## src/hw/rtl/vsa_pkg.sv

```systemverilog
`timescale 1ns / 1ps
`default_nettype none
// ----------------------------------------------------------------------------
// vsa_pkg
// Shared types and constants of the voice slot allocator: request and
// response payloads, the stored slot record and the request opcodes.
// ----------------------------------------------------------------------------
package vsa_pkg;

  // default pool size
  localparam int VSA_VOICE_SLOTS = 16;

  // fixed field widths
  localparam int CHAR_W    = 3;
  localparam int SAMPLE_W  = 4;
  localparam int NOTE_W    = 7;
  localparam int TIME_W    = 32;
  localparam int GAIN_W    = 16;
  localparam int RATIO_W   = 24;
  localparam int SLOT_NUM_W = 4;
  localparam int BUSY_W    = 5;
  localparam int MASK_W    = 16;

  // request opcodes
  localparam logic OP_ALLOC = 1'b0;
  localparam logic OP_TIME  = 1'b1;

  // one request
  typedef struct packed {
    logic                opcode;
    logic [CHAR_W-1:0]   character_id;
    logic [SAMPLE_W-1:0] sample_id;
    logic [NOTE_W-1:0]   note_number;
    logic [TIME_W-1:0]   note_start;
    logic [TIME_W-1:0]   note_length;
    logic [GAIN_W-1:0]   gain;
    logic [RATIO_W-1:0]  rate_ratio;
    logic [TIME_W-1:0]   now_time;
  } vsa_req_t;

  // one response
  typedef struct packed {
    logic                  granted;
    logic [SLOT_NUM_W-1:0] slot_number;
    logic [BUSY_W-1:0]     busy_count;
    logic [MASK_W-1:0]     released_mask;
  } vsa_rsp_t;

  // voice record held per slot
  typedef struct packed {
    logic [CHAR_W-1:0]   character_id;
    logic [SAMPLE_W-1:0] sample_id;
    logic [NOTE_W-1:0]   note_number;
    logic [TIME_W-1:0]   note_start;
    logic [TIME_W-1:0]   note_length;
    logic [GAIN_W-1:0]   gain;
    logic [RATIO_W-1:0]  rate_ratio;
  } slot_rec_t;

endpackage
`default_nettype wire

```

## src/hw/rtl/vsa_if.sv

```systemverilog
`timescale 1ns / 1ps
`default_nettype none
// ----------------------------------------------------------------------------
// vsa_in_if / vsa_out_if
// Valid/ready channels carrying voice allocator requests and responses.
// ----------------------------------------------------------------------------
interface vsa_in_if import vsa_pkg::*; ();
  logic     valid;
  logic     ready;
  vsa_req_t req;

  modport source (output valid, output req, input ready);
  modport sink   (input valid, input req, output ready);
endinterface

interface vsa_out_if import vsa_pkg::*; ();
  logic     valid;
  logic     ready;
  vsa_rsp_t rsp;

  modport source (output valid, output rsp, input ready);
  modport sink   (input valid, input rsp, output ready);
endinterface
`default_nettype wire

```

## src/hw/rtl/voice_slot_allocator.sv

```systemverilog
`timescale 1ns / 1ps
`default_nettype none
// Voice slot allocator: keeps VOICE_SLOTS voice records and an active bit per
// slot. An allocate request walks the active bits from slot 0, one slot a
// cycle, and writes the voice into the first free slot. A time update reads
// every slot's start and length from the record memory, one slot a cycle,
// and a single 33-bit adder and comparer checks the end time in the cycle
// after the read. One request is worked on at a time and the input is not
// ready meanwhile; the response sits in an output register, so the next
// request is taken while the last response still waits.
// ----------------------------------------------------------------------------
// voice_slot_allocator
// First-free voice slot allocation and time-based release for a synth pool.
// ----------------------------------------------------------------------------
module voice_slot_allocator import vsa_pkg::*; #(
  parameter int VOICE_SLOTS = VSA_VOICE_SLOTS
) (
  input  logic      clk,
  input  logic      rst_n,
  vsa_in_if.sink    in_chan,
  vsa_out_if.source out_chan
);

  localparam int IDX_W = $clog2(VOICE_SLOTS);
  localparam int CNT_W = $clog2(VOICE_SLOTS + 1);
  localparam logic [IDX_W-1:0] LAST_IDX = IDX_W'(VOICE_SLOTS - 1);

  // sequencer states
  localparam logic [2:0] ST_IDLE  = 3'd0;
  localparam logic [2:0] ST_ALLOC = 3'd1;
  localparam logic [2:0] ST_TIME  = 3'd2;
  localparam logic [2:0] ST_TAIL  = 3'd3;
  localparam logic [2:0] ST_DONE  = 3'd4;

  logic [2:0]             state_r, state_nxt;
  vsa_req_t               req_r, req_nxt;
  logic [IDX_W-1:0]       scan_idx_r, scan_idx_nxt;
  logic                   chk_vld_r, chk_vld_nxt;
  logic [IDX_W-1:0]       chk_idx_r, chk_idx_nxt;
  logic [VOICE_SLOTS-1:0] slot_active_r, slot_active_nxt;
  logic [CNT_W-1:0]       active_cnt_r, active_cnt_nxt;
  logic                   res_grant_r, res_grant_nxt;
  logic [IDX_W-1:0]       res_slot_r, res_slot_nxt;
  logic [VOICE_SLOTS-1:0] rel_r, rel_nxt;
  logic                   out_vld_r, out_vld_nxt;
  vsa_rsp_t               out_rsp_r, out_rsp_nxt;

  // record memory
  slot_rec_t              slot_mem [VOICE_SLOTS];
  slot_rec_t              rd_rec_r;
  slot_rec_t              wr_rec;
  logic                   mem_we;

  logic [TIME_W:0]        end_sum;
  logic                   expire;
  logic [MASK_W-1:0]      rel_mask;

  // record written on a grant
  assign wr_rec = '{
    character_id: req_r.character_id,
    sample_id:    req_r.sample_id,
    note_number:  req_r.note_number,
    note_start:   req_r.note_start,
    note_length:  req_r.note_length,
    gain:         req_r.gain,
    rate_ratio:   req_r.rate_ratio
  };

  // shared end-time adder and compare
  assign end_sum = {1'b0, rd_rec_r.note_start} + {1'b0, rd_rec_r.note_length};
  assign expire  = ({1'b0, req_r.now_time} >= end_sum);

  // released mask at response width
  for (genvar b = 0; b < MASK_W; b++) begin : g_mask
    if (b < VOICE_SLOTS) begin : g_bit
      assign rel_mask[b] = rel_r[b];
    end else begin : g_pad
      assign rel_mask[b] = 1'b0;
    end
  end

  // sequencer and slot bookkeeping
  always_comb begin
    state_nxt       = state_r;
    req_nxt         = req_r;
    scan_idx_nxt    = scan_idx_r;
    chk_vld_nxt     = 1'b0;
    chk_idx_nxt     = chk_idx_r;
    slot_active_nxt = slot_active_r;
    active_cnt_nxt  = active_cnt_r;
    res_grant_nxt   = res_grant_r;
    res_slot_nxt    = res_slot_r;
    rel_nxt         = rel_r;
    out_vld_nxt     = out_vld_r;
    out_rsp_nxt     = out_rsp_r;
    mem_we          = 1'b0;

    // response taken downstream
    if (out_chan.ready) begin
      out_vld_nxt = 1'b0;
    end

    unique case (state_r)
      ST_IDLE: begin
        if (in_chan.valid) begin
          req_nxt       = in_chan.req;
          scan_idx_nxt  = '0;
          res_grant_nxt = 1'b0;
          res_slot_nxt  = '0;
          rel_nxt       = '0;
          state_nxt     = (in_chan.req.opcode == OP_TIME) ? ST_TIME : ST_ALLOC;
        end
      end
      ST_ALLOC: begin
        if (!slot_active_r[scan_idx_r]) begin
          mem_we                      = 1'b1;
          slot_active_nxt[scan_idx_r] = 1'b1;
          active_cnt_nxt              = active_cnt_r + CNT_W'(1);
          res_grant_nxt               = 1'b1;
          res_slot_nxt                = scan_idx_r;
          state_nxt                   = ST_DONE;
        end else if (scan_idx_r == LAST_IDX) begin
          state_nxt = ST_DONE;
        end else begin
          scan_idx_nxt = scan_idx_r + IDX_W'(1);
        end
      end
      ST_TIME: begin
        chk_vld_nxt = 1'b1;
        chk_idx_nxt = scan_idx_r;
        if (scan_idx_r == LAST_IDX) begin
          state_nxt = ST_TAIL;
        end else begin
          scan_idx_nxt = scan_idx_r + IDX_W'(1);
        end
      end
      ST_TAIL: begin
        state_nxt = ST_DONE;
      end
      ST_DONE: begin
        if (!out_vld_r || out_chan.ready) begin
          out_vld_nxt               = 1'b1;
          out_rsp_nxt.granted       = res_grant_r;
          out_rsp_nxt.slot_number   = SLOT_NUM_W'(res_slot_r);
          out_rsp_nxt.busy_count    = BUSY_W'(active_cnt_r);
          out_rsp_nxt.released_mask = rel_mask;
          state_nxt                 = ST_IDLE;
        end
      end
      default: begin
        state_nxt = ST_IDLE;
      end
    endcase

    // expiry check, one slot behind the memory read
    if (chk_vld_r && slot_active_r[chk_idx_r] && expire) begin
      slot_active_nxt[chk_idx_r] = 1'b0;
      active_cnt_nxt             = active_cnt_r - CNT_W'(1);
      rel_nxt[chk_idx_r]         = 1'b1;
    end
  end

  // control registers
  always_ff @(posedge clk) begin
    if (!rst_n) begin
      state_r       <= ST_IDLE;
      chk_vld_r     <= 1'b0;
      slot_active_r <= '0;
      active_cnt_r  <= '0;
      out_vld_r     <= 1'b0;
    end else begin
      state_r       <= state_nxt;
      chk_vld_r     <= chk_vld_nxt;
      slot_active_r <= slot_active_nxt;
      active_cnt_r  <= active_cnt_nxt;
      out_vld_r     <= out_vld_nxt;
    end
  end

  // payload registers
  always_ff @(posedge clk) begin
    req_r       <= req_nxt;
    scan_idx_r  <= scan_idx_nxt;
    chk_idx_r   <= chk_idx_nxt;
    res_grant_r <= res_grant_nxt;
    res_slot_r  <= res_slot_nxt;
    rel_r       <= rel_nxt;
    out_rsp_r   <= out_rsp_nxt;
  end

  // record memory write port
  always_ff @(posedge clk) begin
    if (mem_we) begin
      slot_mem[scan_idx_r] <= wr_rec;
    end
  end

  // record memory read port
  always_ff @(posedge clk) begin
    rd_rec_r <= slot_mem[scan_idx_r];
  end

  // channel outputs
  assign in_chan.ready = (state_r == ST_IDLE);
  assign out_chan.valid = out_vld_r;
  assign out_chan.rsp   = out_rsp_r;

endmodule
`default_nettype wire

```

## src/flat_wrapper.sv

```systemverilog
// flat-port wrapper written by rule: the top's interface ports become plain ports
module voice_slot_allocator_flat import vsa_pkg::*;
#(
  parameter int VOICE_SLOTS = VSA_VOICE_SLOTS
)
  (clk, rst_n, in_chan_valid, in_chan_req, in_chan_ready, out_chan_valid, out_chan_rsp, out_chan_ready);
  vsa_in_if in_chan_i ();
  vsa_out_if out_chan_i ();
  input  logic clk;
  input  logic rst_n;
  input wire logic [$bits(in_chan_i.valid)-1:0] in_chan_valid;
  input wire logic [$bits(in_chan_i.req)-1:0] in_chan_req;
  output wire logic [$bits(in_chan_i.ready)-1:0] in_chan_ready;
  output wire logic [$bits(out_chan_i.valid)-1:0] out_chan_valid;
  output wire logic [$bits(out_chan_i.rsp)-1:0] out_chan_rsp;
  input wire logic [$bits(out_chan_i.ready)-1:0] out_chan_ready;
  assign in_chan_i.valid = in_chan_valid;
  assign in_chan_i.req = in_chan_req;
  assign in_chan_ready = in_chan_i.ready;
  assign out_chan_valid = out_chan_i.valid;
  assign out_chan_rsp = out_chan_i.rsp;
  assign out_chan_i.ready = out_chan_ready;
  voice_slot_allocator #(.VOICE_SLOTS(VOICE_SLOTS)) u_core (.clk(clk), .rst_n(rst_n), .in_chan(in_chan_i), .out_chan(out_chan_i));
endmodule
```

## config.mk

```make
export PLATFORM = sky130hd
export DESIGN_NAME = voice_slot_allocator_flat
export DESIGN_NICKNAME = d
export VERILOG_FILES = /design/src/hw/rtl/vsa_pkg.sv /design/src/hw/rtl/vsa_if.sv /design/src/hw/rtl/voice_slot_allocator.sv /design/src/flat_wrapper.sv
export SDC_FILE = /design/constraint.sdc
export NUM_CORES = 1
export LEC_CHECK = 0
export ABC_CLOCK_PERIOD_IN_PS = 6500
export BUFFER_PORTS_ARGS = -buffer_cell sky130_fd_sc_hd__buf_2
export CAP_MARGIN = 5
export CORE_ASPECT_RATIO = 1.5
export CORE_UTILIZATION = 42
export CTS_CLUSTER_DIAMETER = 50
export CTS_CLUSTER_SIZE = 16
export DETAILED_ROUTE_END_ITERATION = 10
export PLACE_DENSITY_LB_ADDON = 0.1
export SYNTH_ARGS = -nofsm -noshare
export SYNTH_HDL_FRONTEND = slang
export SYNTH_SLANG_ARGS = --single-unit
```

## constraint.sdc

```tcl
create_clock -name clk -period 6.5 [get_ports clk]
set_input_delay 1.625 -clock clk [delete_from_list [all_inputs] [get_ports clk]]
set_output_delay 1.625 -clock clk [all_outputs]
set_load 0.02 [all_outputs]
```

== Word level (Yosys, flattened, before mapping) ==
Memories as Yosys holds them, arrays and structs flattened. A register that Yosys moved wholly into a read port is not among the register bits.
Cells that the tools add are included.
Word-level totals
  memories kept: 1
  input bits: 155
  RAM bits: 1888
  logic and storage cells: 105
  output and inout port bits: 28
  register bits after elaboration: 231
Memory list
  u_core.slot_mem: depth 16, bits a word 118, rd ports 1, clocked after memory_dff 1, wr ports 1, RTL line voice_slot_allocator.sv:49  | slot_rec_t slot_mem [VOICE_SLOTS];
Cells by class
  $lt $le $gt $ge: 5
  equality and inequality tests: 12
  bitwise gates (word level): 4
  muxes and demuxes: 41
  add/subtract/negate cells: 4
  reductions and logical operators: 16
Operators with widths (count)
  $mux W16: 6
  $add A32 B32 Y33: 1
  $ge A32 B33 Y1: 1
  $or A16 B16 Y16: 2
  $and A16 B16 Y16: 1
  $mux W4: 4
  $not A16 Y16: 1
  $mux W3: 5
  $mux W5: 3
  $pmux W3 S5: 1
  $mux W1: 14
  $pmux W4 S3: 1
  $lt A4 B5 Y1 const B: 2
  $bmux W1 S4: 2
  $demux W1 S4: 2
  $ge A4 B1 Y1 const B: 2
  $pmux W4 S2: 1
  $eq A3 B2 Y1 const B: 2
  $ne A2 B1 Y1 const B: 3
  $ne A2 B2 Y1 const B: 3
  $reduce_and A2 Y1: 3
  $reduce_and A3 Y1: 2
  $add A5 B1 Y5 const B: 1
  $sub A5 B1 Y5 const B: 1
  14 further kinds: 18

== Depth between registers and ports, before layout ==
  word-level depth: 9
  gate-level depth with buffers: 24
  gate-level depth less buffers: 23

== Least setup slack after synthesis ==
No wires, ideal clock.
  path kind: flip-flop to flip-flop
  start point: reg u_core.scan_idx_r[0]
  end point: reg u_core.slot_active_r[0]
  arrival time: 6.801 ns
  clock period less this slack: 6.892 ns
  setup slack: -0.392 ns
  library setup time: 0.092 ns
  buffers on the path: 1
  data required time: 6.408 ns
  stages on the path, launching flop included: 9
  cell sequence: edfxtp_1 > buf_4 > mux4_2 > mux4_2 > nor2b_2 > nand2_1 > nor3_1 > o21ai_0 > a31oi_1
On the way
  cells in the longest elaborated chain, start to end: 9
  elaborated cells between the ends (all ways): 12
  those cells by class: 2 x order compare; 7 x mux; 2 x bitwise; 1 x reduce/logical
Ends and longest elaborated chain
  from (decl): RTL line voice_slot_allocator.sv:37  | logic [IDX_W-1:0] scan_idx_r, scan_idx_nxt;
  from (signal assigned): RTL line voice_slot_allocator.sv:183  | scan_idx_r <= scan_idx_nxt;
  $lt A4 B5 Y1 (implied by the code) / $ge A4 B1 Y1 (equally long branches): RTL line voice_slot_allocator.sv:117  | slot_active_nxt[scan_idx_r] = 1'b1;
  $logic_and A1 B1 Y1 (implied by the code): RTL line voice_slot_allocator.sv:117
  $mux W1 (implied by the code): RTL line voice_slot_allocator.sv:117
  $demux W1 S4
  $or A16 B16 Y16 (no source line)
  $mux W16 (*): RTL line voice_slot_allocator.sv:115  | if (!slot_active_r[scan_idx_r]) begin
  $mux W16 (*): RTL line voice_slot_allocator.sv:103  | unique case (state_r)
  $and A16 B16 Y16 (no source line)
  $mux W16 (*): RTL line voice_slot_allocator.sv:156  | if (chk_vld_r && slot_active_r[chk_idx_r] && expire) begin
  to (signal assigned): RTL line voice_slot_allocator.sv:174  | slot_active_r <= slot_active_nxt;
  to (decl): RTL line voice_slot_allocator.sv:40  | logic [VOICE_SLOTS-1:0] slot_active_r, slot_active_nxt;
Every way passes the cells marked *; elsewhere a longest branch is shown, timed or not. The select of a mux whose other input is x is not followed.
A chain may end at the register's enable or synchronous reset.

== Worst setup path after layout ==
  start point: reg u_core.rd_rec_r[72] (netlist name)
  end point: reg u_core.active_cnt_r[4]
On the way
  cells in the longest elaborated chain, start to end: 5
  elaborated cells between the ends (all ways): 7
  those cells by class: 1 x add/sub; 1 x order compare; 1 x eq/ne; 1 x mux; 3 x reduce/logical
Ends and longest elaborated chain
  $add A32 B32 Y33 (*): RTL line voice_slot_allocator.sv:70  | assign end_sum = {1'b0, rd_rec_r.note_start} + {1'b0, rd_rec_r.note_length};
  $ge A32 B33 Y1 (*): RTL line voice_slot_allocator.sv:71  | assign expire = ({1'b0, req_r.now_time} >= end_sum);
  $logic_and A1 B1 Y1 (*): RTL line voice_slot_allocator.sv:156
  $ne A2 B2 Y1 (no source line) / $reduce_bool A2 Y1 (equally long branches)
  $reduce_and A2 Y1 (no source line)
  to (signal assigned): RTL line voice_slot_allocator.sv:175  | active_cnt_r <= active_cnt_nxt;
  to (decl): RTL line voice_slot_allocator.sv:41  | logic [CNT_W-1:0] active_cnt_r, active_cnt_nxt;
Every way passes the cells marked *; elsewhere a longest branch is shown, timed or not.

==> results.json <==
{
  "status": "finished, final reports clean",
  "die_h_um": 416.3,
  "rsz0062_at_grt": "false",
  "cp_slowest_stage_delay_ps": 450,
  "cts_sinks": 1265,
  "first_iter_violations": 1681,
  "critical_path.most_common_cell": "o21ai_0",
  "grt_pass1_wl_um": 166300,
  "start_kind": "flip-flop",
  "drc": 0,
  "grt_use_total_pct": 20.19,
  "finalCriticalPeriod_ps": 6026,
  "dp_hpwl_um": 61790,
  "hp-class": "flip-flop to flip-flop",
  "core_area_um2": 113200,
  "dieArea_um2": 115800,
  "worstSetupStartpoint": "u_core.rd_rec_r[72]",
  "critPathKind": "flip-flop to flip-flop",
  "critPathArrivalTime_ps": 6600,
  "grt_pass1_vias": 23329,
  "syn_nets": 2394,
  "p_sw_share_pct": 24.52,
  "grt_max_degree": 133,
  "area_delta_synth_final_pct": 13.43,
  "nNetsFinal": 2590,
  "seq_area_frac_synth_pct": 76.84,
  "synthCells": 2166,
  "vdd_drop_max_v": 0.0002539,
  "async_reset_ff_share_pct": 0,
  "worst_slack_ps": 474.1,
  "yosys.area.top_type": "edfxtp_1",
  "pre_cts_slack_ps": 142.4,
  "ant_nets": 0,
  "worstRegToRegCells": 24,
  "synth-seq-cells": 1265,
  "endpoint_kind": "flip-flop",
  "p_total_mw": 18.27,
  "power.leakage_nw": 17.40,
  "io_pins": 183,
  "synth_edf_count": 1159,
  "synth_cell_types": 64,
  "synth_area_leaders": "edfxtp_1 (72%), mux4_2 (15%), dfxtp_1 (4.4%)",
  "antenna_found_initial": 3,
  "r2r-start": "u_core.rd_rec_r[72]",
  "num_rows": 151,
  "synth_warnings": 0,
  "initial_core_util_pct": 42.46,
  "p_seq_share_pct": 51.0,
  "fillCellCount": 9045,
  "holdPathStages": 0,
  "r2r_slack_ps": 470,
  "grt.overflow.total": 0,
  "required_ps": 7070,
  "finalWirelength_um": 115200,
  "cp.buffers_inverters": 1,
  "power_frac_comb_pct": 12.1,
  "multi_input_area_um2": 10860,
  "crit_fanout": 6,
  "tightestPinTransition_ps": 1083,
  "tritoncts": "built",
  "syn_area_per_cell_um2": 22.19,
  "fmax_ghz": 0.1660,
  "cts_buffer_depth": 3,
  "cp_top_family": "compound AO/OA/AOI/OAI gates",
  "via_count": 22320,
  "cap_violations": 0,
  "cp_cell_sequence": "ha_1 > fa_1 > a211oi_2 > nor3_1 > o21ai_2 > o21ai_1 > o311ai_1 > buf_4 > nand2_1 > or4_1 > and3_1 > ha_1 > a211oi_1 > o21ai_0 > a211o_1 > nor4_1 > o21ai_0 > o211a_2 > fa_1 > a21o_1 > a21o_1 > and3_1 > o21ai_0 > o311ai_1",
  "io_buffers": 128,
  "clkTransAtPathRegs_ps": 80,
  "tns_ps": 0,
  "power_frac_clock_pct": 36.9,
  "synth_area_um2": 48060,
  "final_layout_size_suffix_gt1_share_pct": 29.13,
  "clock_latency_ps": 710,
  "max-slew-margin-rel_pct": 27.78,
  "p_int_mw": 13.79,
  "ff_latch_area_um2": 36930,
  "firstDrtPassIters": 5,
  "skew_ps": 31.29,
  "via_per_inst": 5.706,
  "post-route-period-util_pct": 92.71,
  "place_congestion": 0.7930,
  "ys.flop_type": "edfxtp_1",
  "worst-path-stages": 24,
  "h-tree-depth": 3,
  "synth_top_area_share_pct": 72.42,
  "wl_per_cell_um": 29.45,
  "power.density_nw_per_um2": 335.1,
  "setup_violations": 0,
  "crit_slowest_cell": "fa_1",
  "cts_root_buf": "clkbuf_16",
  "crit_path_end": "u_core.active_cnt_r[4]",
  "slew_violations": 0,
  "reg2reg_to": "u_core.active_cnt_r[4]",
  "die_w_um": 278.2,
  "cts_buffers": 109,
  "finalHoldViolCount": 0,
  "switching_power_mw": 4.479
}
[cells in the mapped netlist, drive strengths merged, types with 7 or more instances]
master / number
xnor2: 13
buf: 34
o21ai: 58
inv: 11
nand3: 11
mux4: 330
clkbuf: 56
dfxtp: 106
edfxtp: 1159
nand2b: 13
and3: 9
ha: 71
nor2b: 9
a21oi: 46
o221a: 9
a31oi: 9
xor2: 17
nor2: 43
nand4: 7
a211oi: 8
a21o: 10
nand2: 56
nor3: 14
[flip-flops by register name (all words and copies together), names as in the netlist, 3 cells and up]
| register | flops |
|---|---|
| u_core.res_slot_r | 4 |
| u_core.scan_idx_r | 4 |
| u_core.rd_rec_r | 64 |
| u_core.active_cnt_r | 5 |
| u_core.req_r | 96 |
| u_core.chk_idx_r | 4 |
| u_core.slot_mem | 1024 |
| u_core.state_r | 3 |
| u_core.out_chan.rsp | 26 |
| u_core.slot_active_r | 16 |
| u_core.rel_mask | 16 |
[power groups by stage]
stage	logic [mW]	clock network (mW)	registers, mW
after floorplan	1.61	0	9.38
after global placement	2.21	0	9.48
after detailed placement	2.23	0	9.50
after CTS	2.24	6.93	9.32
after global routing	2.44	7.20	9.34
final	2.21	6.74	9.32
[repair_timing]
action                                  4_1_cts  5_1_grt
endpoints found under the setup margin        0        1
hold buffers                                  0        0
buffers inserted                              0        0
resized for setup                             0        3
[through the flow]
stage	hold slack, ps	cells	utilization [%]	instance area [µm²]
after floorplan	400.3	2166	-	48060
after global placement	407.6	3704	44.88	50790
after detailed placement	411.8	3704	44.88	50790
after CTS	424.9	3911	48.16	54500
after global routing	433.9	3911	48.17	54510
final	425.1	3912	48.17	54510
[cell usage in the layout (no fill, tap or decap), types with 11 or more instances in the layout]
cell type,instances
edfxtp_1,1159
mux4_2,328
buf_2,128
clkbuf_16,112
dfxtp_1,106
ha_1,71
o21ai_0,54
nand2_1,54
a21oi_1,46
buf_4,34
nor2_1,31
clkbuf_1,28
xor2_1,17
nand2b_1,13
xnor2_1,13
inv_6,13
buf_12,13
nor2_4,12
nand3_1,11
clkinvlp_4,11
[worst min path at each step]
| stage | from | endpoint | slack [ps] |
|---|---|---|---|
| floorplan | u_core.res_slot_r[0] | u_core.out_chan.rsp[21] | 400 |
| global placement | u_core.res_slot_r[0] | u_core.out_chan.rsp[21] | 410 |
| detailed placement | u_core.res_slot_r[0] | u_core.out_chan.rsp[21] | 410 |
| CTS | u_core.res_slot_r[0] | u_core.out_chan.rsp[21] | 420 |
| global route | u_core.res_slot_r[1] | u_core.out_chan.rsp[22] | 430 |
| finish | u_core.res_slot_r[0] | u_core.out_chan.rsp[21] | 430 |
[logic make-up after synthesis]
family	share of synthesized area [%]
DFF	76.84
muxes	15.54
and+or+nand+nor	1.984
AOI/OAI and AO/OA	2.317
buffers and inverters	0.8383
adders and majority gates	1.932
xor gates and xnor gates	0.5468
[per-layer routing]
layer | vias up | share of wire [%] | GRT usage [%]
li1 | 9518 | - | -
met3 | 151 | 4.1 | 2.445
met1 | 12077 | 43 | 27.51
met4 | 0 | 2.5 | 6.096
met5 | - | 0 | 0
met2 | 574 | 51 | 34.04
[layout make-up]
| cell class | instances | area share (%) |
|---|---|---|
| clock inverters | 61 | 1.313 |
| multi-input cells | 800 | 19.92 |
| clock buffers | 146 | 5.486 |
| diodes | 1 | 0.004591 |
| well taps | 1453 | 3.335 |
| flip-flops and latches | 1265 | 67.74 |
| repair buffers | 175 | 2.121 |
| inverters | 11 | 0.08493 |
No activity file was read; power rests on OpenSTA's default activity.
